**src/rtl/mstg_pkg.sv**
```systemverilog
package mstg_pkg;

  localparam int unsigned CHANNELS_DEF = 3;
  localparam int unsigned LUT_BITS_DEF = 10;

  localparam int unsigned IDX_W = 32;
  localparam int unsigned FREQ_W = 32;
  localparam int unsigned PER_W = 24;
  localparam int unsigned CH_W = 4;
  localparam int unsigned TONE_W = 8;
  localparam int unsigned MAG_W = 7;
  localparam int unsigned REG_IDX_W = 2;

  localparam int unsigned FULL_SCALE = 100;
  localparam logic [PER_W-1:0] TREND_PERIOD_RST = 24'd5000;
  localparam logic [63:0] PI_Q60 = 64'h3243F6A8885A308D;

  typedef enum logic [REG_IDX_W-1:0] {
    REG_FREQ_MIN     = 2'd0,
    REG_FREQ_MAX     = 2'd1,
    REG_FREQ_DELTA   = 2'd2,
    REG_TREND_PERIOD = 2'd3
  } reg_idx_t;

  // Trend segment number modulo three: falling, flat, rising frequency.
  typedef enum logic [1:0] {
    SEG_DOWN = 2'd0,
    SEG_FLAT = 2'd1,
    SEG_UP   = 2'd2
  } seg_t;

  typedef struct packed {
    logic [IDX_W-1:0] idx;
    seg_t             seg;
  } seg_item_t;

  typedef struct packed {
    logic [FREQ_W-1:0] freq_min;
    logic [FREQ_W-1:0] freq_delta;
    logic [FREQ_W-1:0] step;
  } tone_cfg_t;

  // Quotient modulo three after appending one more quotient bit.
  function automatic seg_t seg_next(seg_t s, logic b);
    seg_t r;
    case (s)
      SEG_DOWN: r = b ? SEG_FLAT : SEG_DOWN;
      SEG_FLAT: r = b ? SEG_DOWN : SEG_UP;
      SEG_UP:   r = b ? SEG_UP : SEG_FLAT;
      default:  r = SEG_DOWN;
    endcase
    return r;
  endfunction

  function automatic logic [63:0] mul_q60(logic [63:0] a, logic [63:0] b);
    logic [127:0] p;
    p = {64'd0, a} * {64'd0, b};
    return p[123:60];
  endfunction

  // Long division used only while the sine table is built.
  function automatic logic [63:0] div_u64(logic [63:0] num, logic [63:0] den);
    logic [63:0] q;
    logic [64:0] rem;
    q = '0;
    rem = '0;
    for (int i = 63; i >= 0; i--) begin
      rem = {rem[63:0], num[i]};
      if (rem >= {1'b0, den}) begin
        rem = rem - {1'b0, den};
        q[i] = 1'b1;
      end
    end
    return q;
  endfunction

  // Magnitude of the sine in the first quadrant, 0 < r < quarter, from a
  // Taylor series in 60-bit fixed point, scaled by 100 and truncated.
  function automatic logic [MAG_W-1:0] quad_sine(int unsigned r, int unsigned bits);
    logic [63:0] x;
    logic [63:0] x2;
    logic [63:0] term;
    logic [63:0] sum;
    logic [63:0] den;
    logic [63:0] v;
    x = (PI_Q60 >> (bits - 1)) * 64'(r);
    x2 = mul_q60(x, x);
    term = x;
    sum = x;
    for (int n = 1; n <= 12; n++) begin
      den = 64'((2 * n) * (2 * n + 1));
      term = div_u64(mul_q60(term, x2), den);
      if (n % 2 == 1) begin
        sum = sum - term;
      end else begin
        sum = sum + term;
      end
    end
    v = mul_q60(sum, 64'(FULL_SCALE) << 56) >> 56;
    if (v > 64'(FULL_SCALE)) begin
      v = 64'(FULL_SCALE);
    end
    return v[MAG_W-1:0];
  endfunction

endpackage

```
**src/rtl/mstg_seg_div.sv**
```systemverilog
module mstg_seg_div (
  input  logic                         clk,
  input  logic                         rst,
  input  logic                         en,
  input  logic                         in_valid,
  input  logic [mstg_pkg::IDX_W-1:0]   in_idx,
  input  logic [mstg_pkg::PER_W-1:0]   period,
  output logic                         out_valid,
  output mstg_pkg::seg_item_t          out_item
);
  import mstg_pkg::*;

  // Stage zero registers the incoming word, each later stage develops
  // one quotient bit of index / period and keeps the quotient modulo three.
  localparam int unsigned Stages = IDX_W + 1;

  logic             vld [Stages];
  logic [IDX_W-1:0] idx [Stages];
  logic [PER_W-1:0] rem [Stages];
  seg_t             seg [Stages];

  always_ff @(posedge clk) begin
    if (rst) begin
      vld[0] <= 1'b0;
    end else if (en) begin
      vld[0] <= in_valid;
    end
  end

  always_ff @(posedge clk) begin
    if (en) begin
      idx[0] <= in_idx;
      rem[0] <= '0;
      seg[0] <= SEG_DOWN;
    end
  end

  for (genvar k = 1; k < Stages; k++) begin : g_stage
    logic [PER_W:0] trial;
    logic [PER_W:0] diff;
    logic           ge;

    assign trial = {rem[k-1], idx[k-1][IDX_W-k]};
    assign diff  = trial - {1'b0, period};
    assign ge    = trial >= {1'b0, period};

    always_ff @(posedge clk) begin
      if (rst) begin
        vld[k] <= 1'b0;
      end else if (en) begin
        vld[k] <= vld[k-1];
      end
    end

    always_ff @(posedge clk) begin
      if (en) begin
        idx[k] <= idx[k-1];
        rem[k] <= ge ? diff[PER_W-1:0] : trial[PER_W-1:0];
        seg[k] <= seg_next(seg[k-1], ge);
      end
    end
  end

  assign out_valid    = vld[Stages-1];
  assign out_item.idx = idx[Stages-1];
  assign out_item.seg = seg[Stages-1];

  assert property (@(posedge clk) disable iff (rst)
    out_valid && !en |=> out_valid && $stable(out_item))
    else $error("divider output word changed while held");

  assert property (@(posedge clk) disable iff (rst)
    out_valid |-> rem[Stages-1] < period)
    else $error("final remainder not below the trend period");

endmodule

```
**config.mk**
```make
export PLATFORM = sky130hd
export DESIGN_NAME = mstg_seg_div
export DESIGN_NICKNAME = d
export VERILOG_FILES = /design/src/rtl/mstg_pkg.sv /design/src/rtl/mstg_seg_div.sv
export SDC_FILE = /design/constraint.sdc
export NUM_CORES = 2
export LEC_CHECK = 0
export BUFFER_PORTS_ARGS = -buffer_cell sky130_fd_sc_hd__buf_2
export CORE_MARGIN = 1
export CORE_UTILIZATION = 35
export DETAILED_ROUTE_END_ITERATION = 12
export PLACE_DENSITY = 0.46
export SKIP_CTS_REPAIR_TIMING = 1
export SLEW_MARGIN = 20
export SYNTH_ARGS = -nofsm -noshare
export SYNTH_HDL_FRONTEND = slang
export SYNTH_SLANG_ARGS = --single-unit
```
**constraint.sdc**
```tcl
create_clock -name clk -period 5.7 [get_ports clk]
set_input_delay 1.14 -clock clk [delete_from_list [all_inputs] [get_ports clk]]
set_output_delay 1.14 -clock clk [all_outputs]
set_load 0.1 [all_outputs]
```
**Word level (Yosys, flattened, before mapping)**

Memory sizes are Yosys's and may differ from the RTL's.
Cells that the tools add are included.

- Memories kept: 4
- Bits in writable memories: 1947
- Register bits: 0
- Word-level logic and storage cells: 428

- Multiplexer cells: 231
- $lt $le $gt $ge: 32
- Equality and inequality tests: 64
- $add $sub $neg: 32
- Reduce and logical (&&, ||, !) cells: 32
- Bitwise operators: 33

Memory list:

| name | words | width | read ports | clocked after memory_dff | wr ports | line | source |
|---|---|---|---|---|---|---|---|
| idx | 33 | 32 | 33 | 0 | 33 | mstg_seg_div.sv:18 | `logic [IDX_W-1:0] idx [Stages];` |
| rem | 33 | 24 | 32 | 0 | 33 | mstg_seg_div.sv:19 | `logic [PER_W-1:0] rem [Stages];` |
| seg | 33 | 2 | 33 | 0 | 33 | mstg_seg_div.sv:20 | `seg_t seg [Stages];` |
| vld | 33 | 1 | 33 | 0 | 33 | mstg_seg_div.sv:17 | `logic vld [Stages];` |

Operators with widths:

| cell | number |
|---|---|
| 25-bit by 24-bit greater-or-equal comparator with 1-bit output | 32 |
| 24-bit 2-to-1 mux | 32 |
| 24-bit subtractor | 32 |
| 2-bit 2-to-1 mux | 96 |
| 2-bit case mux with 3 select lines | 32 |
| 1-bit 2-to-1 mux | 71 |
| 2-bit by 1-bit equality test with 1-bit output, second input constant | 32 |
| 2-bit equality test, second input constant | 32 |
| 2-bit zero test | 32 |
| 1-bit bitwise OR | 33 |

**Longest topological paths before layout**

- Depth after elaboration: 4
- Mapped depth: 15
- Depth with buffers taken out: 13

**Worst setup path before layout**

No wires, ideal clock.

- Kind: input-to-reg
- From: in period[1] in the netlist's numbering
- To: mem rem[27][6] (netlist: rem[0][654]), data pin
- Buffers on the path: 1
- Arrival time: 4.304 ns
- Library setup time: 0.260 ns
- Data required time: 5.440 ns
- Path slack: 1.136 ns
- Cell stages on the path: 12
- Cell sequence: inv_1 > ha_1 > nor2b_1 > o21a_1 > o21a_1 > o31ai_2 > a211oi_1 > a211o_1 > a311oi_2 > a22o_1 > buf_4 > mux2_2

RTL lines:

| item | line | source |
|---|---|---|
| start, declared | mstg_seg_div.sv:7 | `input logic [mstg_pkg::PER_W-1:0] period,` |
| end, declared | mstg_seg_div.sv:19 |  |

==> metrics.txt <==
# TYPE chip_impl_metric gauge
chip_impl_metric{name="area_delta_synth_final",unit="%"} 14.0
chip_impl_metric{name="max-slew-margin-rel",unit="%"} 28.7
chip_impl_metric{name="cts_sinks",unit=""} 1896
chip_impl_info{name="worstSetupEndpoint",value="rem[0][704]"} 1
chip_impl_info{name="cts_tree",value="built"} 1
chip_impl_metric{name="critPathMaxStageDelay",unit="ns"} 0.66
chip_impl_metric{name="largest_net_degree_at_the_start_of_global_routing",unit=""} 131
chip_impl_info{name="start_kind",value="primary input"} 1
chip_impl_info{name="timing.critical_path.from",value="period[9]"} 1
chip_impl_metric{name="hold_viol_final",unit=""} 0
chip_impl_metric{name="cp.buffers_inverters",unit=""} 5
chip_impl_info{name="r2r-end",value="rem[0][166]"} 1
chip_impl_metric{name="worst_ir_drop_vdd",unit="mV"} 0.332
chip_impl_metric{name="placement.io_buffers",unit=""} 94
chip_impl_info{name="timing.critical_path.slowest_stage_cell",value="inv_2"} 1
chip_impl_metric{name="drcViolationCount",unit=""} 0
chip_impl_info{name="worst_path_dominant_cell_family",value="buffers and inverters"} 1
chip_impl_info{name="crit_chain",value="buf_2 -> inv_2 -> buf_4 -> ha_1 -> nand3_1 -> a2111oi_1 -> buf_4 -> or3_1 -> a31oi_1 -> o21ai_1 -> a41o_1 -> buf_12 -> mux2_2"} 1
chip_impl_metric{name="drt_pre_antenna_iters",unit=""} 6
chip_impl_metric{name="synth-edff-count",unit=""} 1896
chip_impl_metric{name="critPathMaxFanout",unit=""} 45
chip_impl_metric{name="die_height",unit="um"} 540
chip_impl_metric{name="gp_routability_congestion",unit=""} 0.871
chip_impl_metric{name="finalSetupTns",unit="ns"} 0
chip_impl_metric{name="tritoncts.num_buffers",unit=""} 223
chip_impl_info{name="critical-path-top-cell-by-count",value="buf_4"} 1
chip_impl_metric{name="clk_pin_slew",unit="ns"} 0.06
chip_impl_metric{name="synthCells",unit=""} 8426
chip_impl_metric{name="min_period_over_period",unit="%"} 78.1
chip_impl_metric{name="antenna_violations_before_repair",unit=""} 11
chip_impl_info{name="grt_setup_unrepaired",value="no"} 1
chip_impl_info{name="clock-root-buffer",value="clkbuf_16"} 1
chip_impl_info{name="timing.rr.start",value="idx[1][58]"} 1
chip_impl_info{name="min-delay-path-class",value="register to register"} 1
chip_impl_metric{name="wl",unit="mm"} 257
chip_impl_info{name="critPathCaptureType",value="register"} 1
chip_impl_metric{name="num_io_pins",unit=""} 95
chip_impl_metric{name="achievable-frequency",unit="MHz"} 225
chip_impl_metric{name="power_per_cell_area",unit="nW/um2"} 574
chip_impl_metric{name="timing.reg2reg.setup_slack",unit="ns"} 1.63
chip_impl_metric{name="clk_path_buf_depth",unit=""} 4
chip_impl_metric{name="drive_above_1_share",unit="%"} 10.3
chip_impl_metric{name="synthesized_net_count",unit=""} 9262
chip_impl_metric{name="finalHoldWorstSlack",unit="ns"} 0.380
chip_impl_metric{name="via_count_of_the_first_global_routing_pass",unit=""} 65100
chip_impl_metric{name="syn-cell-area",unit="um2"} 101000
chip_impl_metric{name="timing.final.crit_period",unit="ns"} 4.45
chip_impl_metric{name="grt_first_pass_wirelength",unit="mm"} 391
chip_impl_metric{name="proportion_of_register_bits_with_asynchronous_set_or_reset_after_synthesis",unit="%"} 0
chip_impl_metric{name="synth-seq-cells",unit=""} 1896
chip_impl_metric{name="routed_wire_length_per_instance",unit="um"} 20.2
chip_impl_metric{name="cts_htree_levels",unit=""} 4
chip_impl_metric{name="hpwl_reported_at_the_end_of_detailed_placement",unit="mm"} 186
chip_impl_metric{name="netlist-cell-type-count",unit=""} 105
chip_impl_metric{name="die_width",unit="um"} 540
chip_impl_metric{name="std_cell_rows",unit=""} 197
chip_impl_info{name="final_common_cell",value="edfxtp_1"} 1
chip_impl_metric{name="cp_data_arrival_time",unit="ns"} 5.08
chip_impl_metric{name="drt_iter0_drc",unit=""} 4781
chip_impl_metric{name="global_route.overflow_total",unit=""} 0
chip_impl_metric{name="timing_worst_slew_pin_value",unit="ns"} 1.06
chip_impl_metric{name="clock_skew",unit="ns"} 0.0532
chip_impl_metric{name="initial_utilization",unit="%"} 35.2
chip_impl_metric{name="ff2ff_path_depth",unit=""} 14
chip_impl_metric{name="remaining_antenna_violation_count_after_routing",unit=""} 0
chip_impl_metric{name="final-max-slew-violation-count",unit=""} 0
chip_impl_metric{name="grt_usage",unit="%"} 17.2
chip_impl_metric{name="yosys_warnings",unit=""} 0
chip_impl_metric{name="finalSetupViolCount",unit=""} 0
chip_impl_metric{name="path_depth",unit=""} 13
chip_impl_metric{name="worst_skew_pair.late_latency",unit="ns"} 0.92
chip_impl_info{name="run_status",value="complete, no violations"} 1
chip_impl_metric{name="cp.required",unit="ns"} 6.33
chip_impl_metric{name="via_per_inst",unit=""} 5.23
chip_impl_metric{name="detailroute.via_count",unit=""} 66600
chip_impl_metric{name="die_area",unit="um2"} 291000
chip_impl_metric{name="leakage",unit="uW"} 0.0442
chip_impl_metric{name="post_synthesis_sequential_area_ratio",unit="%"} 56.2
chip_impl_info{name="kind_of_critical_path",value="primary input to register"} 1
chip_impl_metric{name="core_region_area",unit="um2"} 288000
chip_impl_metric{name="final_nets",unit=""} 9601
chip_impl_metric{name="maxCapViolCount",unit=""} 0
chip_impl_metric{name="fillers",unit=""} 27200
chip_impl_info{name="mostFrequentLayoutCells",value="edfxtp_1, ha_1, a21oi_1, nor2_1, nand2_1"} 1
chip_impl_metric{name="synthesis.area_per_instance",unit="um2"} 12.0
chip_impl_info{name="synth_flop_cell",value="edfxtp_1"} 1
[synth_stat cells (40+ instances only)]
master / number / area share (%)
edfxtp_1: 1896 / 56
ha_1: 746 / 9.2
a21oi_1: 666 / 3.3
nor2_1: 632 / 2.3
nand2_1: 616 / 2.3
o21ai_0: 477 / 2.4
xnor2_1: 330 / 2.9
inv_1: 294 / 1.1
a21o_1: 288 / 2.1
xor2_1: 221 / 1.9
nor3_1: 168 / 0.83
mux2_2: 164 / 1.8
nand2b_1: 146 / 0.90
nand3_1: 139 / 0.69
nand4_1: 105 / 0.65
nor2b_1: 103 / 0.64
o21a_1: 102 / 0.76
clkbuf_1: 98 / 0.36
o21ai_1: 97 / 0.48
and2_1: 79 / 0.49
and3_1: 75 / 0.46
o31ai_1: 66 / 0.49
a31oi_1: 65 / 0.40
o21bai_1: 62 / 0.46
buf_2: 53 / 0.26
a211oi_1: 48 / 0.36
a21boi_0: 48 / 0.36
or3_1: 45 / 0.28
mux2i_1: 40 / 0.40
[sequential cells by signal, indices dropped and copies added (netlist names)]
name,count
idx,1056
rem,744
seg,63
vld,33
[final cells by class]
cell class	instances	area [um2]	share of cell area, %
Timing Repair Buffer	296	2830	2.45
Inverter	295	1110	0.961
Antenna cell	3	7.51	0.00650
Multi-Input combinational cell	6053	42400	36.8
Clock buffer	262	5730	4.96
Clock inverter	148	1700	1.47
Tap cell	3781	4730	4.10
Sequential cell	1896	56900	49.3
[power breakdown]
group	switching, uW	internal (uW)	total (uW)	leakage [uW]
clock network	5980	8500	14500	0.00359
registers	2240	20600	22800	0.0187
logic	16300	12600	29000	0.0220
total	24600	41700	66300	0.0442
[metrics by stage]
stage / util, % / cell area [um2] / instances / setup slack [ns] / total power (uW)
finish: 40.1 / 115000 / 12700 / 1.25 / 66300
global route: 40.1 / 115000 / 12700 / 1.20 / 71000
CTS: 40.1 / 115000 / 12700 / 1.51 / 66900
detailed placement: 37.5 / 108000 / 12300 / 0.548 / 51900
global placement: 37.5 / 108000 / 12300 / 0.526 / 51800
floorplan: - / 101000 / 8426 / 1.14 / 44000
[layer usage]
layer	GRT usage [%]	wire, um
met4	5.07	7110
met2	28.3	119000
met5	0	13
met1	24.0	122000
met3	1.82	9370
[cells by family after synthesis]
kind of cell	Yosys count	synth area share, %
AO/OA/AOI/OAI	2232	14.0
multiplexers	243	2.65
AND/OR/NAND/NOR	2251	10.6
XOR/XNOR	551	4.77
flip-flops	1896	56.2
adder cells (fa/ha/maj)	776	9.81
buffers and inverters	477	1.97
[how the worst min path moves through the flow]
| stage | start | to | slack, ns | depth (start not counted) |
|---|---|---|---|---|
| 3_5_place_dp | idx[0][78] | idx[0][110] | 0.40 | 0 |
| 5_1_grt | in_idx[2] | idx[0][2] | 0.34 | 1 |
| 6_report | idx[0][60] | idx[0][92] | 0.38 | 0 |
| 3_3_place_gp | idx[7][91] | idx[7][123] | 0.40 | 0 |
| 4_1_cts | in_idx[3] | idx[0][3] | 0.30 | 1 |
| 2_1_floorplan | idx[0][68] | idx[0][100] | 0.40 | 0 |
(Power assumes the default switching activity.)
