File: src/rtl/mstg_pkg.sv
package mstg_pkg;

  localparam int unsigned CHANNELS_DEF = 3;
  localparam int unsigned LUT_BITS_DEF = 10;

  localparam int unsigned IDX_W = 32;
  localparam int unsigned FREQ_W = 32;
  localparam int unsigned PER_W = 24;
  localparam int unsigned CH_W = 4;
  localparam int unsigned TONE_W = 8;
  localparam int unsigned MAG_W = 7;
  localparam int unsigned REG_IDX_W = 2;

  localparam int unsigned FULL_SCALE = 100;
  localparam logic [PER_W-1:0] TREND_PERIOD_RST = 24'd5000;
  localparam logic [63:0] PI_Q60 = 64'h3243F6A8885A308D;

  typedef enum logic [REG_IDX_W-1:0] {
    REG_FREQ_MIN     = 2'd0,
    REG_FREQ_MAX     = 2'd1,
    REG_FREQ_DELTA   = 2'd2,
    REG_TREND_PERIOD = 2'd3
  } reg_idx_t;

  // Trend segment number modulo three: falling, flat, rising frequency.
  typedef enum logic [1:0] {
    SEG_DOWN = 2'd0,
    SEG_FLAT = 2'd1,
    SEG_UP   = 2'd2
  } seg_t;

  typedef struct packed {
    logic [IDX_W-1:0] idx;
    seg_t             seg;
  } seg_item_t;

  typedef struct packed {
    logic [FREQ_W-1:0] freq_min;
    logic [FREQ_W-1:0] freq_delta;
    logic [FREQ_W-1:0] step;
  } tone_cfg_t;

  // Quotient modulo three after appending one more quotient bit.
  function automatic seg_t seg_next(seg_t s, logic b);
    seg_t r;
    case (s)
      SEG_DOWN: r = b ? SEG_FLAT : SEG_DOWN;
      SEG_FLAT: r = b ? SEG_DOWN : SEG_UP;
      SEG_UP:   r = b ? SEG_UP : SEG_FLAT;
      default:  r = SEG_DOWN;
    endcase
    return r;
  endfunction

  function automatic logic [63:0] mul_q60(logic [63:0] a, logic [63:0] b);
    logic [127:0] p;
    p = {64'd0, a} * {64'd0, b};
    return p[123:60];
  endfunction

  // Long division used only while the sine table is built.
  function automatic logic [63:0] div_u64(logic [63:0] num, logic [63:0] den);
    logic [63:0] q;
    logic [64:0] rem;
    q = '0;
    rem = '0;
    for (int i = 63; i >= 0; i--) begin
      rem = {rem[63:0], num[i]};
      if (rem >= {1'b0, den}) begin
        rem = rem - {1'b0, den};
        q[i] = 1'b1;
      end
    end
    return q;
  endfunction

  // Magnitude of the sine in the first quadrant, 0 < r < quarter, from a
  // Taylor series in 60-bit fixed point, scaled by 100 and truncated.
  function automatic logic [MAG_W-1:0] quad_sine(int unsigned r, int unsigned bits);
    logic [63:0] x;
    logic [63:0] x2;
    logic [63:0] term;
    logic [63:0] sum;
    logic [63:0] den;
    logic [63:0] v;
    x = (PI_Q60 >> (bits - 1)) * 64'(r);
    x2 = mul_q60(x, x);
    term = x;
    sum = x;
    for (int n = 1; n <= 12; n++) begin
      den = 64'((2 * n) * (2 * n + 1));
      term = div_u64(mul_q60(term, x2), den);
      if (n % 2 == 1) begin
        sum = sum - term;
      end else begin
        sum = sum + term;
      end
    end
    v = mul_q60(sum, 64'(FULL_SCALE) << 56) >> 56;
    if (v > 64'(FULL_SCALE)) begin
      v = 64'(FULL_SCALE);
    end
    return v[MAG_W-1:0];
  endfunction

endpackage

File: src/rtl/mstg_step_div.sv
module mstg_step_div #(
  parameter int unsigned CHANNELS = mstg_pkg::CHANNELS_DEF
) (
  input  logic                          clk,
  input  logic [mstg_pkg::FREQ_W-1:0]   freq_min,
  input  logic [mstg_pkg::FREQ_W-1:0]   freq_max,
  output logic [mstg_pkg::FREQ_W-1:0]   step
);
  import mstg_pkg::*;

  // Division by the constant channel count minus one as a multiplication by
  // its rounded-up reciprocal, exact for every 32-bit magnitude. The step is
  // registered in the magnitude, product and step-word registers in turn.
  localparam int unsigned Div   = (CHANNELS > 1) ? CHANNELS - 1 : 1;
  localparam int unsigned Shift = FREQ_W + $clog2(Div);
  localparam int unsigned ProdW = 2 * FREQ_W + 1;
  localparam logic [FREQ_W:0] Recip =
    (FREQ_W+1)'(((64'd1 << Shift) + 64'(Div - 1)) / 64'(Div));

  logic              neg_p;
  logic [FREQ_W-1:0] mag_p;
  logic              neg_q;
  logic [ProdW-1:0]  prod;
  logic [FREQ_W-1:0] quot;
  logic [FREQ_W-1:0] step_word;

  always_ff @(posedge clk) begin
    neg_p <= freq_max < freq_min;
    mag_p <= (freq_max < freq_min) ? freq_min - freq_max : freq_max - freq_min;
  end

  always_ff @(posedge clk) begin
    neg_q <= neg_p;
    prod  <= ProdW'(mag_p) * ProdW'(Recip);
  end

  assign quot = FREQ_W'(prod >> Shift);

  always_ff @(posedge clk) begin
    step_word <= neg_q ? FREQ_W'(0) - quot : quot;
  end

  assign step = (CHANNELS > 1) ? step_word : '0;

endmodule

File: config.mk
export PLATFORM = sky130hd
export DESIGN_NAME = mstg_step_div
export DESIGN_NICKNAME = d
export VERILOG_FILES = /design/src/rtl/mstg_pkg.sv /design/src/rtl/mstg_step_div.sv
export SDC_FILE = /design/constraint.sdc
export NUM_CORES = 1
export LEC_CHECK = 0
export ABC_AREA = 0
export ABC_CLOCK_PERIOD_IN_PS = 8950
export BUFFER_PORTS_ARGS = -buffer_cell sky130_fd_sc_hd__buf_2
export CAP_MARGIN = 20
export CORE_MARGIN = 2
export CORE_UTILIZATION = 40
export DETAILED_ROUTE_END_ITERATION = 6
export GPL_TIMING_DRIVEN = 1
export PLACE_DENSITY = 0.59
export SYNTH_ARGS = -nofsm -noshare
export SYNTH_HDL_FRONTEND = slang
export SYNTH_SLANG_ARGS = --single-unit
File: constraint.sdc
create_clock -name clk -period 8.95 [get_ports clk]
set_input_delay 1.79 -clock clk [delete_from_list [all_inputs] [get_ports clk]]
set_output_delay 1.79 -clock clk [all_outputs]
set_load 0.01 [all_outputs]
## Yosys cells after proc, flatten, opt, wreduce, memory -nomap -nowiden

Cells that the tools add are included.

| word-level totals | value |
|---|---|
| register bits | 98 |
| latch bits | 0 |
| bits in writable memories | 0 |
| ROM bits | 0 |
| input port bits | 65 |
| output and inout bits | 32 |
| word-level logic and storage cells | 12 |
| memories | 0 |

| cells by class | value |
|---|---|
| add/sub/neg operators | 3 |
| multiply operators | 0 |
| divide/modulo/power cells | 0 |
| magnitude comparators | 1 |
| eq/ne operators | 0 |
| shifts and indexed selects | 0 |
| multiplexer cells | 2 |
| bitwise gates (word level) | 0 |
| reduce and logical (&&, ||, !) cells | 0 |

Operators by type and width:

| cell | number |
|---|---|
| subtractor 32 bit | 2 |
| less-than comparator 32 bit | 1 |
| 2-to-1 mux 32 bit | 1 |
| subtractor 1 x 31 -> 32 bit, first input constant | 1 |
| 2-to-1 mux 31 bit | 1 |

## Logic depth before layout (Yosys ltp)

Gate-level depths: netlist of the first run.

| logic depth | value |
|---|---|
| word-level depth | 2 |
| mapped depth | 13 |
| depth with buffers taken out | 10 |

## Worst setup path before layout of the first run

Ideal clock, no wire load.

| timing path | value |
|---|---|
| path kind | input-to-reg |
| start | input freq_min[3] in the netlist's numbering |
| end | register mag_p[25] |
| setup time | 0.131 ns |
| arrival time | 4.142 ns |
| required time | 8.819 ns |
| setup slack | 4.677 ns |
| cell stages on the path | 12 |
| path buffers | 3 |
| path through | inv_1 > ha_1 > clkbuf_1 > a21oi_1 > a211oi_1 > nor2_1 > o2111ai_1 > a31oi_1 > clkbuf_1 > buf_1 > a32oi_1 > xor2_1 |

| on the way | value |
|---|---|
| cells in the longest elaborated chain, start to end | 2 |
| elaborated cells on any way between the ends | 4 |
| those cells by class | 2 x add/sub; 1 x order compare; 1 x mux |

Ends and longest elaborated chain:

| item | RTL line | text |
|---|---|---|
| from (decl) | mstg_step_div.sv:5 | `input logic [mstg_pkg::FREQ_W-1:0] freq_min,` |
| subtractor 32 bit or less-than comparator 32 bit (tied branches) | mstg_step_div.sv:29 | `mag_p <= (freq_max < freq_min) ? freq_min - freq_max : freq_max - freq_min;` |
| 2-to-1 mux 32 bit (*) | mstg_step_div.sv:29 |  |
| to (signal assigned) | mstg_step_div.sv:29 |  |
| to (decl) | mstg_step_div.sv:21 | `logic [FREQ_W-1:0] mag_p;` |

Mark *: on every way between the ends. The rest lies on a longest branch, timed or not.
A chain may end at the register's enable or synchronous reset.

## Worst setup path in the final report of the first run

| timing path | value |
|---|---|
| start | input freq_min[25] in the netlist's numbering |
| end | register mag_p[18] |

| on the way | value |
|---|---|
| cells in the longest elaborated chain, start to end | 2 |

Ends and longest elaborated chain:

| item | RTL line |
|---|---|
| less-than comparator 32 bit | mstg_step_div.sv:29 |
| 2-to-1 mux 32 bit | mstg_step_div.sv:29 |

Every way passes these cells.

==> impl_metrics.yaml, run 1 <==
finish:
  final_cells: 974
  syn_to_final_growth_pct: 15.7
  finalInstanceArea_sq_um: 6830
  n_antenna_cell: 0
  utilization_pct: 47.2
  final_nets: 914
  drive_above_1_share_pct: 15.4
floorplanning:
  die_area_sq_um: 15700
  num_rows: 44
  coreArea_sq_um: 14500
  ios: 97
  die_h_um: 125
  start_util_pct: 40.8
  die_x_um: 125
placement:
  dpl_cell_area_sq_um: 6550
  routabilityCongestion: 0.895
  hpwl_mm: 11.6
  port_buffers: 96
  dp_cells: 958
yosys:
  syn_nets: 831
  async_reset_ff_share_pct: 0
  synthTopCellsByCount: "dfxtp_1, inv_1, a21oi_1"
  synth_area_leaders: "dfxtp_1, ha_1, xnor2_1"
  synthCells: 702
  synth_area_leader_cell: "dfxtp_1"
  synth.ff_latch_count: 96
  seq_area_frac_synth_pct: 32.6
  netlist.area_leader.share_pct: 32.6
  synth_area_sq_um: 5900
  ys_warn_count: 0
  synth_edf_count: 0
  postSynthAreaPerCell_sq_um: 8.41
  yosysUniqueCellTypes: 57
  synth_flop_cell: "dfxtp_1"
  post-synth-top-count-cell: "dfxtp_1"
route:
  vias: 5077
  wirelength_mm: 14.1
  ant_nets: 0
  dr.pass1.iters: 7
  vias_per_cell: 5.21
  wl_per_cell_um: 14.5
  drt_iter0_markers: 312
  drcViolationCount: 0
cts:
  clkLatencyLatePin_ns: 0.33
  cts_hold_buffers: 0
  cts_num_sinks: 96
  ctsHtreeMaxLevel: 3
  cts_made_buffers: 9
  post_cts_buffers: 0
  cts_root_buf: "clkbuf_16"
  cts-resized-gates: 0
  clock_path_buffers: 2
  cts_tree: "done"
  clk_pin_slew_worst_paths_ns: 0.07
pwr:
  leakagePower_nw: 3.25
  power.density_nw_per_um2: 211
  peakVddDrop_v: 0.0000938
timing:
  tns_ns: 0
  period_needed_ns: 4.44
  skew_ns: 0.00903
  slew_violations: 0
  grt_setup_unrepaired: "false"
  maxSlewHeadroom_pct: 39.2
  max_freq_ghz: 0.225
  finalSetupViolations: 0
  hold_violations: 0
  tightest_slew_ns: 0.911
  final.period_utilization_pct: 49.6
  hold_ws_ns: 0.328
critical_path:
  r2r-start: "prod[44]$_DFF_P_"
  crit_family: "compound AO/OA/AOI/OAI gates"
  path_max_fanout: 42
  crit_path_end: "mag_p[18]$_DFF_P_"
  crit_type: "primary input to flop"
  r2r_slack_ns: 6.15
  cp.arrival_ns: 4.66
  cp_slowest_cell: "buf_4"
  startpoint_type: "primary input"
  worstPathRequired_ns: 9.16
  cp_cell_sequence: "buf_2 -> inv_1 -> ha_1 -> a21oi_1 -> o21ai_0 -> o41ai_1 -> o21ai_0 -> a31oi_4 -> buf_4 -> o311ai_0 -> o21a_1 -> xor2_1"
  path_buf_inv: 3
  cp-end-kind: "flop"
  slowest_delay_ns: 0.49
  rr_worst_depth: 8
  crit_top_cell: "o21ai_0"
  crit_cells: 12
  cp-startpoint: "freq_min[25]"
  r2r_end: "step[28]$_DFF_P_"
global_routing:
  groute.usage.overall_pct: 17.9
  antenna_found_initial: 0
  grt_first_pass_wirelength_mm: 23.3
  grt_max_degree: 43
  grt_pass1_vias: 4844
  grt.overflow.total: 0
worst_hold_path:
  hp-class: "flop to flop"
run:
  cap_violations: 0
outcome:
  status: "complete, no violations"
==> how the worst min path moves through the flow <==
stage / cells after the start / slack [ns] / end / startpoint
5_1_grt: 0 / 0.33 / prod[54]$_DFF_P_ / mag_p[22]$_DFF_P_
3_3_place_gp: 0 / 0.31 / prod[34]$_DFF_P_ / mag_p[2]$_DFF_P_
3_5_place_dp: 0 / 0.31 / prod[37]$_DFF_P_ / mag_p[5]$_DFF_P_
2_1_floorplan: 0 / 0.31 / neg_q$_DFF_P_ / neg_p$_DFF_P_
4_1_cts: 0 / 0.33 / prod[39]$_DFF_P_ / mag_p[7]$_DFF_P_
6_report: 0 / 0.33 / prod[60]$_DFF_P_ / mag_p[28]$_DFF_P_
==> area by class of cell <==
class | instances | area [sq um]
fillers | 1435 | 7650
multi-input cells | 510 | 3640
flip-flops and latches | 96 | 1920
repair buffers | 98 | 495
inverters | 70 | 263
well taps | 184 | 230
clock buffers | 10 | 229
clock inverters | 6 | 57.6
==> sequential cells by signal, indices dropped and copies added (netlist names) <==
register	count
step	32
mag_p	31
prod	31
neg_p	1
neg_q	1
==> layout by cell type (no fill, tap or decap), types with 4 or more instances in the layout <==
master      n
nor2b_1     9
xnor2_1    43
o211ai_1   11
dfxtp_1    96
xor2_1     16
a211oi_1    7
o21a_1     13
a31oi_1     4
ha_1       62
a21o_1     24
and3_1      5
nand3_1     6
o31ai_1     9
mux2i_1    12
clkbuf_16   9
o21ai_0    50
nand4_1     7
a2111oi_0   4
nor2_1     39
a21oi_1    69
o21bai_1    6
o41ai_1     6
nor3_1      7
buf_2      96
inv_1      70
nand2_1    53
or3_1       4
==> per-stage QoR <==
stage / setup WS [ns] / power [mW]
final: 4.51 / 1.44
after global routing: 4.31 / 1.53
after CTS: 4.54 / 1.45
after detailed placement: 4.19 / 1.09
after global placement: 4.25 / 1.08
after floorplan: 4.68 / 0.928
==> where the power goes <==
part           switching [mW]  internal (mW)  total [mW]
registers              0.0667          0.573       0.640
clock network           0.168          0.195       0.364
logic                   0.244          0.193       0.436
==> cell families (layout without fill, tap and decap cells) <==
group | Yosys count | in the layout | synth area share [%]
AOI/OAI and AO/OA | 222 | 222 | 24.0
xor gates and xnor gates | 59 | 59 | 8.75
adders and majority gates | 64 | 64 | 13.8
buffers and inverters | 96 | 184 | 6.10
DFF | 96 | 96 | 32.6
muxes | 13 | 13 | 2.23
and+or+nand+nor | 152 | 152 | 12.5
==> per-layer routing <==
layer / up-vias / track usage [%] / wire length (um)
met2: 143 / 27.4 / 5940
met1: 2312 / 27.0 / 7260
met5: - / 0 / 0
met4: 0 / 4.71 / 198
li1: 2608 / - / -
met3: 14 / 1.80 / 699
Note: power is estimated with default switching activity, not from simulation.
==> run 2, diff against run 1 <==
--- a/config.mk
+++ b/config.mk
@@ -6,7 +6,7 @@
 export NUM_CORES = 1
 export LEC_CHECK = 0
 export ABC_AREA = 0
-export ABC_CLOCK_PERIOD_IN_PS = 8950
+export ABC_CLOCK_PERIOD_IN_PS = 4550
 export BUFFER_PORTS_ARGS = -buffer_cell sky130_fd_sc_hd__buf_2
 export CAP_MARGIN = 20
 export CORE_MARGIN = 2
==> constraint.sdc (replaced) <==
create_clock -name clk -period 4.55 [get_ports clk]
set_input_delay 0.91 -clock clk [delete_from_list [all_inputs] [get_ports clk]]
set_output_delay 0.91 -clock clk [all_outputs]
set_load 0.01 [all_outputs]
==> run 2 against run 1 <==
Core utilization grew 0.26 points. Clock skew down 0.0025 ns. Routed wire length is 2.0% lower. Critical path depth decreased by 1. Count of clock-buffer cells in the layout decreased by 1. Hold slack worse by 0.0029 ns. Clock power increased by 110%.
==> impl_metrics.yaml, run 2 (synthesis gave the netlist of run 1 again) <==
cts:
  clk_pin_slew_worst_paths_ns: 0.07
  cts_root_buf: "clkbuf_16"
  clkLatencyLatePin_ns: 0.33
  post_cts_buffers: 0
  clock_path_buffers: 2
  cts_tree: "done"
  ctsHtreeMaxLevel: 3
  cts_num_sinks: 96
  cts-resized-gates: 0
  cts_made_buffers: 9
  cts_hold_buffers: 0
critical_path:
  rr_worst_depth: 8
  crit_type: "primary input to flop"
  cp-end-kind: "flop"
  startpoint_type: "primary input"
  r2r_slack_ns: 1.77
  worstPathRequired_ns: 4.81
  path_max_fanout: 25
  cp.arrival_ns: 3.94
global_routing:
  grt_first_pass_wirelength_mm: 23.4
  grt.overflow.total: 0
  grt_max_degree: 29
  antenna_found_initial: 0
  grt_pass1_vias: 4911
  groute.usage.overall_pct: 17.7
pwr:
  leakagePower_nw: 3.26
  power.density_nw_per_um2: 420
  peakVddDrop_v: 0.000157
run:
  cap_violations: 0
worst_hold_path:
  hp-class: "flop to flop"
  hold_depth: 0
floorplanning:
  coreArea_sq_um: 14500
  start_util_pct: 40.8
  num_rows: 44
  die_h_um: 125
  ios: 97
  die_area_sq_um: 15700
  die_x_um: 125
placement:
  routabilityCongestion: 0.880
  port_buffers: 96
  hpwl_mm: 11.4
finish:
  drive_above_1_share_pct: 15.8
  syn_to_final_growth_pct: 16.4
  utilization_pct: 47.5
  n_antenna_cell: 0
  largest_reg_flops: 32
  final_cell_mix: "buf_2, dfxtp_1, inv_1"
  final_nets: 916
timing:
  tightest_slew_ns: 0.914
  hold_violations: 0
  maxSlewHeadroom_pct: 39.0
  period_needed_ns: 3.68
  max_freq_ghz: 0.272
  final.period_utilization_pct: 80.9
  finalSetupViolations: 0
  skew_ns: 0.00656
  slew_violations: 0
  tns_ns: 0
  grt_setup_unrepaired: "false"
outcome:
  status: "complete, no violations"
route:
  drt_iter0_markers: 345
  vias: 5093
  wirelength_mm: 13.8
  vias_per_cell: 5.22
  dr.pass1.iters: 5
  drcViolationCount: 0
  ant_nets: 0
  wl_per_cell_um: 14.2
==> run 2: cell count changes in the layout (fill, tap and decap cells not counted) <==
cell | previous run | this run
inv_6 | 2 | 4
buf_4 | 2 | 4
inv_8 | 2 | 1
clkinv_4 | 2 | 0
bufinv_16 | 0 | 1
clkbuf_1 | 1 | 0
clkinvlp_4 | 0 | 1
==> run 2: layout make-up <==
class                      instances  area [sq um]
fill                            1441          7610
inverter                          70           263
clock buffer                       9           225
multi-input combinational        510          3640
sequential                        96          1920
tap                              184           230
timing repair buffer             100           510
clock inverter                     7          83.8
==> run 2: worst max-delay path, cell delays in order <==
cell and delay, ns:
buf_2 0.09, inv_1 0.04, ha_1 0.45, a21oi_1 0.26
o21ai_0 0.14, o41ai_1 0.24, o21ai_0 0.27, a31oi_4 0.67
buf_4 0.43, mux2i_1 0.27, xor2_1 0.17
==> run 2: path summary, 6_finish.rpt <==
path                    start                to
max              freq_min[25]  mag_p[9]$_DFF_P_
min          mag_p[5]$_DFF_P_  prod[37]$_DFF_P_
max reg2reg  prod[46]$_DFF_P_  step[29]$_DFF_P_
min reg2reg  mag_p[5]$_DFF_P_  prod[37]$_DFF_P_
==> run 2: per-stage QoR <==
step	power, mW	hold slack, ns	cell area [sq um]	instances	setup slack [ns]
after global placement	2.12	0.310	6560	960	0.597
after CTS	2.91	0.327	6870	976	0.881
final	2.89	0.325	6870	976	0.870
after detailed placement	2.14	0.312	6560	960	0.547
after floorplan	1.82	0.310	5900	702	1.16
after global routing	3.07	0.325	6870	976	0.605
==> run 2: report_power, final <==
| group | switching [mW] | internal, mW | total, mW |
|---|---|---|---|
| Clock | 0.330 | 0.438 | 0.768 |
| Sequential | 0.134 | 1.13 | 1.26 |
| Combinational | 0.476 | 0.381 | 0.857 |
==> run 2: per-layer routing <==
| metal | part of all wire [%] | vias up | wire (um) | GRT usage, % |
|---|---|---|---|---|
| met5 | 0 | - | 0 | 0 |
| met4 | 1.4 | 0 | 199 | 4.97 |
| met3 | 4.5 | 17 | 625 | 1.75 |
| met2 | 42 | 150 | 5740 | 26.5 |
| met1 | 52 | 2311 | 7250 | 26.8 |
| li1 | - | 2615 | - | - |
