===== src/rtl/mstg_pkg.sv =====
package mstg_pkg;

  localparam int unsigned CHANNELS_DEF = 3;
  localparam int unsigned LUT_BITS_DEF = 10;

  localparam int unsigned IDX_W = 32;
  localparam int unsigned FREQ_W = 32;
  localparam int unsigned PER_W = 24;
  localparam int unsigned CH_W = 4;
  localparam int unsigned TONE_W = 8;
  localparam int unsigned MAG_W = 7;
  localparam int unsigned REG_IDX_W = 2;

  localparam int unsigned FULL_SCALE = 100;
  localparam logic [PER_W-1:0] TREND_PERIOD_RST = 24'd5000;
  localparam logic [63:0] PI_Q60 = 64'h3243F6A8885A308D;

  typedef enum logic [REG_IDX_W-1:0] {
    REG_FREQ_MIN     = 2'd0,
    REG_FREQ_MAX     = 2'd1,
    REG_FREQ_DELTA   = 2'd2,
    REG_TREND_PERIOD = 2'd3
  } reg_idx_t;

  // Trend segment number modulo three: falling, flat, rising frequency.
  typedef enum logic [1:0] {
    SEG_DOWN = 2'd0,
    SEG_FLAT = 2'd1,
    SEG_UP   = 2'd2
  } seg_t;

  typedef struct packed {
    logic [IDX_W-1:0] idx;
    seg_t             seg;
  } seg_item_t;

  typedef struct packed {
    logic [FREQ_W-1:0] freq_min;
    logic [FREQ_W-1:0] freq_delta;
    logic [FREQ_W-1:0] step;
  } tone_cfg_t;

  // Quotient modulo three after appending one more quotient bit.
  function automatic seg_t seg_next(seg_t s, logic b);
    seg_t r;
    case (s)
      SEG_DOWN: r = b ? SEG_FLAT : SEG_DOWN;
      SEG_FLAT: r = b ? SEG_DOWN : SEG_UP;
      SEG_UP:   r = b ? SEG_UP : SEG_FLAT;
      default:  r = SEG_DOWN;
    endcase
    return r;
  endfunction

  function automatic logic [63:0] mul_q60(logic [63:0] a, logic [63:0] b);
    logic [127:0] p;
    p = {64'd0, a} * {64'd0, b};
    return p[123:60];
  endfunction

  // Long division used only while the sine table is built.
  function automatic logic [63:0] div_u64(logic [63:0] num, logic [63:0] den);
    logic [63:0] q;
    logic [64:0] rem;
    q = '0;
    rem = '0;
    for (int i = 63; i >= 0; i--) begin
      rem = {rem[63:0], num[i]};
      if (rem >= {1'b0, den}) begin
        rem = rem - {1'b0, den};
        q[i] = 1'b1;
      end
    end
    return q;
  endfunction

  // Magnitude of the sine in the first quadrant, 0 < r < quarter, from a
  // Taylor series in 60-bit fixed point, scaled by 100 and truncated.
  function automatic logic [MAG_W-1:0] quad_sine(int unsigned r, int unsigned bits);
    logic [63:0] x;
    logic [63:0] x2;
    logic [63:0] term;
    logic [63:0] sum;
    logic [63:0] den;
    logic [63:0] v;
    x = (PI_Q60 >> (bits - 1)) * 64'(r);
    x2 = mul_q60(x, x);
    term = x;
    sum = x;
    for (int n = 1; n <= 12; n++) begin
      den = 64'((2 * n) * (2 * n + 1));
      term = div_u64(mul_q60(term, x2), den);
      if (n % 2 == 1) begin
        sum = sum - term;
      end else begin
        sum = sum + term;
      end
    end
    v = mul_q60(sum, 64'(FULL_SCALE) << 56) >> 56;
    if (v > 64'(FULL_SCALE)) begin
      v = 64'(FULL_SCALE);
    end
    return v[MAG_W-1:0];
  endfunction

endpackage


===== src/rtl/mstg_synth.sv =====
module mstg_synth #(
  parameter int unsigned CHANNELS       = mstg_pkg::CHANNELS_DEF,
  parameter int unsigned PHASE_LUT_BITS = mstg_pkg::LUT_BITS_DEF
) (
  input  logic                                clk,
  input  logic                                rst,
  input  logic                                in_valid,
  input  mstg_pkg::seg_item_t                 in_item,
  output logic                                take,
  input  mstg_pkg::tone_cfg_t                 cfg,
  output logic                                tone_valid,
  input  logic                                tone_stall,
  output logic [mstg_pkg::CH_W-1:0]           channel,
  output logic signed [mstg_pkg::TONE_W-1:0]  tone_sample,
  output logic                                last
);
  import mstg_pkg::*;

  localparam int unsigned QW      = PHASE_LUT_BITS - 2;
  localparam int unsigned Quarter = 1 << QW;

  typedef logic [MAG_W-1:0] rom_t [Quarter];

  function automatic rom_t build_rom();
    rom_t t;
    for (int i = 0; i < Quarter; i++) begin
      t[i] = (i == 0) ? '0 : quad_sine(i, PHASE_LUT_BITS);
    end
    return t;
  endfunction

  localparam rom_t SINE_ROM = build_rom();

  logic                      adv;
  logic                      a_last;
  logic [FREQ_W-1:0]         load_word;
  logic [2*FREQ_W-1:0]       prod;
  logic [PHASE_LUT_BITS-1:0] addr;
  logic [1:0]                quad;
  logic [QW-1:0]             r;
  logic [QW-1:0]             ridx;
  logic [TONE_W-1:0]         mag_ext;

  logic              a_valid;
  logic [IDX_W-1:0]  a_idx;
  logic [FREQ_W-1:0] a_word;
  logic [CH_W-1:0]   a_ch;

  logic              b_valid;
  logic [FREQ_W-1:0] b_phase;
  logic [CH_W-1:0]   b_ch;
  logic              b_last;

  logic              c_valid;
  logic [MAG_W-1:0]  c_mag;
  logic              c_full;
  logic              c_neg;
  logic [CH_W-1:0]   c_ch;
  logic              c_last;

  assign adv    = !(c_valid && tone_stall);
  assign a_last = a_ch == CH_W'(CHANNELS - 1);
  assign take   = in_valid && (!a_valid || (a_last && adv));

  always_comb begin
    case (in_item.seg)
      SEG_DOWN: load_word = cfg.freq_min - cfg.freq_delta;
      SEG_UP:   load_word = cfg.freq_min + cfg.freq_delta;
      default:  load_word = cfg.freq_min;
    endcase
  end

  // Channel sequencer: one word per channel, frequency stepped by accumulation.
  always_ff @(posedge clk) begin
    if (rst) begin
      a_valid <= 1'b0;
    end else if (take) begin
      a_valid <= 1'b1;
    end else if (adv && a_last) begin
      a_valid <= 1'b0;
    end
  end

  always_ff @(posedge clk) begin
    if (take) begin
      a_idx  <= in_item.idx;
      a_word <= load_word;
      a_ch   <= '0;
    end else if (adv && a_valid) begin
      a_word <= a_word + cfg.step;
      a_ch   <= a_ch + CH_W'(1);
    end
  end

  assign prod = a_word * a_idx;

  always_ff @(posedge clk) begin
    if (rst) begin
      b_valid <= 1'b0;
      c_valid <= 1'b0;
    end else if (adv) begin
      b_valid <= a_valid;
      c_valid <= b_valid;
    end
  end

  always_ff @(posedge clk) begin
    if (adv) begin
      b_phase <= prod[FREQ_W-1:0];
      b_ch    <= a_ch;
      b_last  <= a_last;
    end
  end

  // Quarter-wave table: odd quadrants read mirrored, the upper half negates.
  assign addr = b_phase[FREQ_W-1 -: PHASE_LUT_BITS];
  assign quad = addr[PHASE_LUT_BITS-1 -: 2];
  assign r    = addr[QW-1:0];
  assign ridx = quad[0] ? QW'(0) - r : r;

  always_ff @(posedge clk) begin
    if (adv) begin
      c_mag  <= SINE_ROM[ridx];
      c_full <= quad[0] && (r == '0);
      c_neg  <= quad[1];
      c_ch   <= b_ch;
      c_last <= b_last;
    end
  end

  assign mag_ext     = c_full ? TONE_W'(FULL_SCALE) : TONE_W'(c_mag);
  assign tone_sample = $signed(c_neg ? TONE_W'(0) - mag_ext : mag_ext);
  assign tone_valid  = c_valid;
  assign channel     = c_ch;
  assign last        = c_last;

  assert property (@(posedge clk) disable iff (rst)
    tone_valid && !tone_stall && !last |=>
      tone_valid && (channel == $past(channel) + CH_W'(1)))
    else $error("channel words of one index not back to back");

  assert property (@(posedge clk) disable iff (rst)
    take |=> a_valid && (a_ch == '0))
    else $error("sequencer did not restart at channel zero");

  assert property (@(posedge clk) disable iff (rst)
    c_valid |-> c_mag <= MAG_W'(FULL_SCALE))
    else $error("sine magnitude above full scale");

endmodule


===== config.mk =====
export PLATFORM = sky130hd
export DESIGN_NAME = mstg_synth
export DESIGN_NICKNAME = d
export VERILOG_FILES = /design/src/rtl/mstg_pkg.sv /design/src/rtl/mstg_synth.sv
export SDC_FILE = /design/constraint.sdc
export NUM_CORES = 2
export LEC_CHECK = 0
export ABC_AREA = 1
export BUFFER_PORTS_ARGS = -buffer_cell sky130_fd_sc_hd__buf_2
export CORE_AREA = 4 4 225 227
export DETAILED_ROUTE_END_ITERATION = 10
export DIE_AREA = 0 0 229 231
export HOLD_SLACK_MARGIN = 0.06
export PLACE_DENSITY = 0.74
export SLEW_MARGIN = 30
export SYNTH_ARGS = -nofsm -noshare
export SYNTH_HDL_FRONTEND = slang
export SYNTH_SLANG_ARGS = --single-unit

===== constraint.sdc =====
create_clock -name clk -period 10.4 [get_ports clk]
set_clock_uncertainty 0.15 [all_clocks]
set_input_delay 1.04 -clock clk [delete_from_list [all_inputs] [get_ports clk]]
set_output_delay 1.04 -clock clk [all_outputs]
set_load 0.05 [all_outputs]

## Yosys cells after proc, flatten, opt, wreduce, memory -nomap -nowiden

Memory sizes are Yosys's and may differ from the RTL's. A register that Yosys moved wholly into a read port is not among the register bits.
Cells that the tools add are included.

- Multipliers: 1
- Reductions and logical operators: 13
- Eq/ne operators: 2
- Add/sub/neg operators: 6
- Muxes and demuxes: 8
- Bitwise gates (word level): 1

Operators with widths:

| kind | count |
|---|---|
| 32-bit adder | 2 |
| 32-bit 2-to-1 mux | 2 |
| 32-bit one-hot mux with 2 select lines | 1 |
| 32-bit by 32-bit multiplier with 32-bit output | 1 |
| 32-bit subtractor | 1 |
| 8-bit 2-to-1 mux | 2 |
| 8-bit NOT with 9-bit output | 1 |
| 8-bit zero test | 1 |
| 1-bit by 7-bit subtractor with 8-bit output, first input constant | 1 |
| 1-bit by 8-bit subtractor with 8-bit output, first input constant | 1 |
| 7-bit 2-to-1 mux | 1 |
| 1-bit logical AND | 5 |
| 4-bit by 1-bit adder with 4-bit output, second input constant | 1 |
| 4-bit by 2-bit == test with 1-bit output, second input constant | 1 |
| 2-bit nonzero test | 2 |
| 1-bit zero test | 3 |
| 2-bit == test, second input constant | 1 |
| 2-bit zero test | 1 |
| 1-bit 2-to-1 mux | 2 |
| 1-bit logical OR | 1 |

- Memories kept: 1
- Output and inout port bits: 15
- Register bits: 115
- Logic and storage cells: 45
- Memory bits (read-only): 1,792

Memories:

| memory | words | width | rd ports | clocked after Yosys merged registers in | write ports | line | source |
|---|---|---|---|---|---|---|---|
| (no name shown) | 256 | 7 | 1 | 1 | 0 | mstg_synth.sv:123 | `c_mag <= SINE_ROM[ridx];` |

## Logic depth before layout (Yosys ltp)

- Word-level depth: 6
- Mapped depth: 34
- Depth with buffers taken out: 32

## Worst setup path after synthesis

OpenSTA, ideal clock, no wires.

- Path type: register to register
- From: reg a_idx[2]
- To: reg b_phase[31] (data pin)
- Slack: 3.803 ns
- Path buffers: 2
- Period minus slack after synthesis: 6.597 ns
- Stages on the path, launching flop included: 26
- Data required time: 9.998 ns
- Arrival: 6.195 ns
- Path through: edfxtp_1 clkbuf_1 buf_1 nand2_1 fa_1 inv_1 fa_1 inv_1 fa_1 inv_1 fa_1 fa_1 inv_1 fa_1 inv_1 fa_1 fa_1 ha_1 inv_1 nor3_1 and3_1 nand2_1 nand2_1 inv_1 nand3_1 nand2_1

- Cells in the longest elaborated chain, start to end: 1

RTL lines:

| element | line | source |
|---|---|---|
| start: declaration | mstg_synth.sv:45 | `logic [IDX_W-1:0] a_idx;` |
| start signal: assignment | mstg_synth.sv:86 | `a_idx <= in_item.idx;` |
| 32-bit by 32-bit multiplier with 32-bit output | mstg_synth.sv:95 | `assign prod = a_word * a_idx;` |
| via prod[31] | mstg_synth.sv:37 | `logic [2*FREQ_W-1:0] prod;` |
| end signal: assignment | mstg_synth.sv:109 | `b_phase <= prod[FREQ_W-1:0];` |
| end: declaration | mstg_synth.sv:50 | `logic [FREQ_W-1:0] b_phase;` |

The timed path passes the listed nets, and every way through them passes these cells.
A chain may end at the register's enable or synchronous reset.

## Final worst setup path

- From: reg a_word[13]
- To: reg b_phase[31] (data pin)

- Cells in the longest elaborated chain, start to end: 1

RTL lines:

| element | line | source |
|---|---|---|
| start: declaration | mstg_synth.sv:46 | `logic [FREQ_W-1:0] a_word;` |
| start signal: assignment | mstg_synth.sv:87 | `a_word <= load_word;` |
| start signal: assignment | mstg_synth.sv:90 | `a_word <= a_word + cfg.step;` |
| 32-bit by 32-bit multiplier with 32-bit output | mstg_synth.sv:95 |  |
| via prod[31] | mstg_synth.sv:37 |  |

The timed path passes the listed nets, and every way through them passes these cells.

==> impl_metrics.xml <==
<?xml version="1.0" encoding="UTF-8"?>
<metrics>
  <group name="synth">
    <metric name="muxShareOfSynthArea" unit="">0</metric>
    <metric name="netlist_top_cells_count" unit="">nand2_1, inv_1, fa_1</metric>
    <metric name="yosys_warning_count" unit="">0</metric>
    <metric name="seq_area_frac_synth" unit="">0.1106</metric>
    <metric name="post_synth_fa_ha_maj_area_fraction" unit="">0.4036</metric>
    <metric name="netlist_instances" unit="">3659</metric>
    <metric name="yosys_register_bits" unit="">100</metric>
    <metric name="netlist.top_cell.by_area" unit="">fa_1</metric>
    <metric name="synth_compound_area_frac" unit="">0.08399</metric>
    <metric name="yosys.cell_count.top_type" unit="">nand2_1</metric>
    <metric name="synth_cell_type_count" unit="">60</metric>
    <metric name="mappedNetlistNets" unit="">4403</metric>
    <metric name="synth-edff-count" unit="">93</metric>
    <metric name="synthDominantCellAreaShare" unit="">0.3088</metric>
    <metric name="synth_top_family_by_area" unit="">adder cells</metric>
    <metric name="syn_avg_cell_area" unit="µm²">7.247</metric>
    <metric name="post_synth_xor_xnor_area" unit="">0.02765</metric>
    <metric name="ys_top_cells_by_area" unit="">fa_1, nand2_1, inv_1, edfxtp_1, ha_1</metric>
    <metric name="post_synth_instance_area" unit="µm²">26520</metric>
    <metric name="post_synth_and_or_nand_nor_area_fraction" unit="">0.2156</metric>
    <metric name="synthArstFlopShare" unit="">0</metric>
    <metric name="synthFlopType" unit="">edfxtp_1</metric>
  </group>
  <group name="timing">
    <metric name="transition_at_the_pin_with_the_smallest_max_transition_slack" unit="ps">981.9</metric>
    <metric name="slew_headroom" unit="">0.3454</metric>
    <metric name="setup-tns-final" unit="ps">0</metric>
    <metric name="grt_setup_unrepaired" unit="">false</metric>
    <metric name="timing.final.hold_violations" unit="">0</metric>
    <metric name="max_freq" unit="MHz">138.0</metric>
    <metric name="timing.final.setup_violations" unit="">0</metric>
    <metric name="final_min_period_over_clock_period" unit="">0.6965</metric>
    <metric name="count_of_pins_over_their_slew_limit" unit="">0</metric>
    <metric name="final_period_minus_worst_setup_slack" unit="ps">7244</metric>
  </group>
  <group name="die">
    <metric name="die_y" unit="µm">231</metric>
    <metric name="placeableCoreArea" unit="µm²">48650</metric>
    <metric name="placementRows" unit="">81</metric>
    <metric name="width_of_the_die" unit="µm">229</metric>
    <metric name="design.portCount" unit="">149</metric>
    <metric name="floorplan.initialDensity" unit="">0.5451</metric>
    <metric name="dieArea" unit="µm²">52900</metric>
  </group>
  <group name="critical_path">
    <metric name="crit_top_cell" unit="">fa_1</metric>
    <metric name="critPathMaxStageDelay" unit="ps">1010</metric>
    <metric name="worst_path_max_delay_cell" unit="">edfxtp_1</metric>
    <metric name="worstSetupPathType" unit="">flip-flop to flip-flop</metric>
    <metric name="cp.arrival" unit="ps">7270</metric>
    <metric name="critical_path_capture_point_type" unit="">flip-flop</metric>
    <metric name="critical_path.cell_chain" unit="">nand2_1, fa_1, inv_1, fa_1, inv_1, fa_1, inv_1, fa_1, fa_1, inv_1, fa_1, fa_1, fa_1, inv_1, ha_1, nand2_1, nor3_1, and3_1, nand2_1, nand2_1, inv_1, nand3_1, nand2_1</metric>
    <metric name="crit_fanout" unit="">21</metric>
    <metric name="crit_buf_inv" unit="">6</metric>
    <metric name="crit_required" unit="ps">10420</metric>
    <metric name="timing.critical_path.from_type" unit="">flip-flop</metric>
    <metric name="critPathTopFamily" unit="">adder cells</metric>
  </group>
  <group name="cells_and_area">
    <metric name="multiInputGateArea" unit="µm²">19390</metric>
    <metric name="ff_latch_area" unit="µm²">2933</metric>
    <metric name="num-nets-final" unit="">4460</metric>
    <metric name="syn_to_final_growth" unit="%">5.620</metric>
    <metric name="fillerInstances" unit="">4654</metric>
    <metric name="post_route_cells_drive_above_1_share" unit="">0.07014</metric>
    <metric name="antenna_cells" unit="">0</metric>
  </group>
  <group name="grt">
    <metric name="grt_start_max_net_pins" unit="">61</metric>
    <metric name="grt_pass1_wl" unit="µm">122000</metric>
    <metric name="grt_remaining_overflow" unit="">0</metric>
    <metric name="grt_util_all_layers" unit="">0.2894</metric>
    <metric name="first_global_vias" unit="">23820</metric>
    <metric name="antenna_found_initial" unit="">1</metric>
  </group>
  <group name="cts">
    <metric name="clockRootBuffer" unit="">clkbuf_16</metric>
    <metric name="cts_buffers" unit="">9</metric>
    <metric name="cts_tree" unit="">yes</metric>
    <metric name="worst_setup_hold_path_clk_slew" unit="ps">100</metric>
    <metric name="cts_setup_buffers" unit="">0</metric>
    <metric name="ctsResizeCount" unit="">0</metric>
    <metric name="clk_latency" unit="ps">410</metric>
    <metric name="clock_path_buffers" unit="">2</metric>
    <metric name="number_of_sinks_handled_by_clock_tree_synthesis" unit="">100</metric>
    <metric name="cts_hold_buffers" unit="">0</metric>
    <metric name="cts_htree_levels" unit="">3</metric>
  </group>
  <group name="detailed_routing">
    <metric name="post_detailed_route_wirelength_per_cell" unit="µm">17.35</metric>
    <metric name="remaining_drc_errors" unit="">0</metric>
    <metric name="via_count" unit="">23010</metric>
    <metric name="drt_first_iter_violations" unit="">1758</metric>
    <metric name="drtPass1Iterations" unit="">6</metric>
    <metric name="antenna_violating_nets_post_route" unit="">0</metric>
    <metric name="routed_via_density" unit="">5.299</metric>
    <metric name="totalWireLength" unit="µm">75330</metric>
  </group>
  <group name="placement">
    <metric name="globalplace.congestion" unit="">0.9725</metric>
    <metric name="place_hpwl" unit="µm">61220</metric>
    <metric name="port-buffer-count" unit="">148</metric>
  </group>
  <group name="run_status">
    <metric name="run_status" unit="">complete, no violations</metric>
  </group>
  <group name="min_path">
    <metric name="hold_path_class" unit="">flip-flop to flip-flop</metric>
  </group>
  <group name="job">
    <metric name="drv.max_cap_violation_count" unit="">0</metric>
  </group>
</metrics>
## layout by cell type (no fill, tap or decap), types with 56 or more instances in the layout
| master | netlist | routed |
|---|---|---|
| nor2_1 | 172 | 172 |
| ha_1 | 201 | 201 |
| o21ai_0 | 122 | 122 |
| fa_1 | 409 | 409 |
| buf_2 | 26 | 148 |
| xor2_1 | 56 | 56 |
| nand3_1 | 132 | 132 |
| edfxtp_1 | 93 | 93 |
| inv_1 | 952 | 951 |
| a21oi_1 | 131 | 131 |
| nand2_1 | 962 | 962 |
## routing by layer
layer / GRT usage / part of all wire / up-vias
met5: 0 / 0.00017 / -
met4: 0.1120 / 0.042 / 2
met3: 0.03578 / 0.070 / 177
met2: 0.5098 / 0.49 / 957
met1: 0.3649 / 0.40 / 10820
li1: - / - / 11050
## worst paths after layout
| path | start | endpoint | slack (ps) | depth (start not counted) |
|---|---|---|---|---|
| max | a_word[13] | b_phase[31] | 3160 | 23 |
| min | b_last | last | 280 | 0 |
| max reg2reg | a_word[13] | b_phase[31] | 3160 | 23 |
| min reg2reg | b_last | last | 280 | 0 |
## final cells by class
type | instances | area share
Multi-Input combinational cell | 2466 | 0.6924
Inverter | 962 | 0.1289
Sequential cell | 100 | 0.1047
Timing Repair Buffer | 177 | 0.03489
Tap cell | 622 | 0.02779
Clock buffer | 9 | 0.008042
Clock inverter | 7 | 0.003261
## registers in the layout, summed over array words and instances, names as in the netlist
signal / count
a_ch: 4
a_idx: 32
a_valid: 1
a_word: 32
b_ch: 4
b_last: 1
b_phase: 10
b_valid: 1
c_full: 1
c_mag: 7
c_neg: 1
channel: 4
last: 1
tone_valid: 1
## through the flow
| step | instances | utilization | setup WS (ps) | hold WS, ps | instance area, µm² |
|---|---|---|---|---|---|
| 2_1_floorplan | 3659 | - | 3803 | 250.3 | 26520 |
| 3_3_place_gp | 4323 | 0.5680 | 3137 | 252.2 | 27630 |
| 3_5_place_dp | 4324 | 0.5683 | 3124 | 254.5 | 27640 |
| 4_1_cts | 4340 | 0.5748 | 3125 | 276.2 | 27960 |
| 5_1_grt | 4343 | 0.5757 | 2873 | 275.1 | 28010 |
| 6_report | 4343 | 0.5757 | 3156 | 275.8 | 28010 |
## worst register-to-register path, cell delays in order, from the launching register on
cell and delay, ps:
edfxtp_1 1010, nand2_1 220, fa_1 590, inv_1 50, fa_1 500, inv_1 50, fa_1 470, inv_1 50
fa_1 430, fa_1 500, inv_1 50, fa_1 550, fa_1 450, fa_1 500, inv_1 40, ha_1 410
nand2_1 140, nor3_1 250, and3_1 200, nand2_1 50, nand2_1 160, inv_1 70, nand3_1 80, nand2_1 50
## cells by family (layout without fill, tap and decap cells)
| logic type | Yosys count | after routing |
|---|---|---|
| simple gates | 1390 | 1390 |
| buf+inv | 1093 | 1155 |
| flops | 100 | 100 |
| compound gates | 387 | 387 |
| fa+ha+maj | 610 | 610 |
| xor+xnor | 79 | 79 |
Power is not shown: default switching activity piles up to over one toggle a cycle in this logic, so the estimate is an artifact.
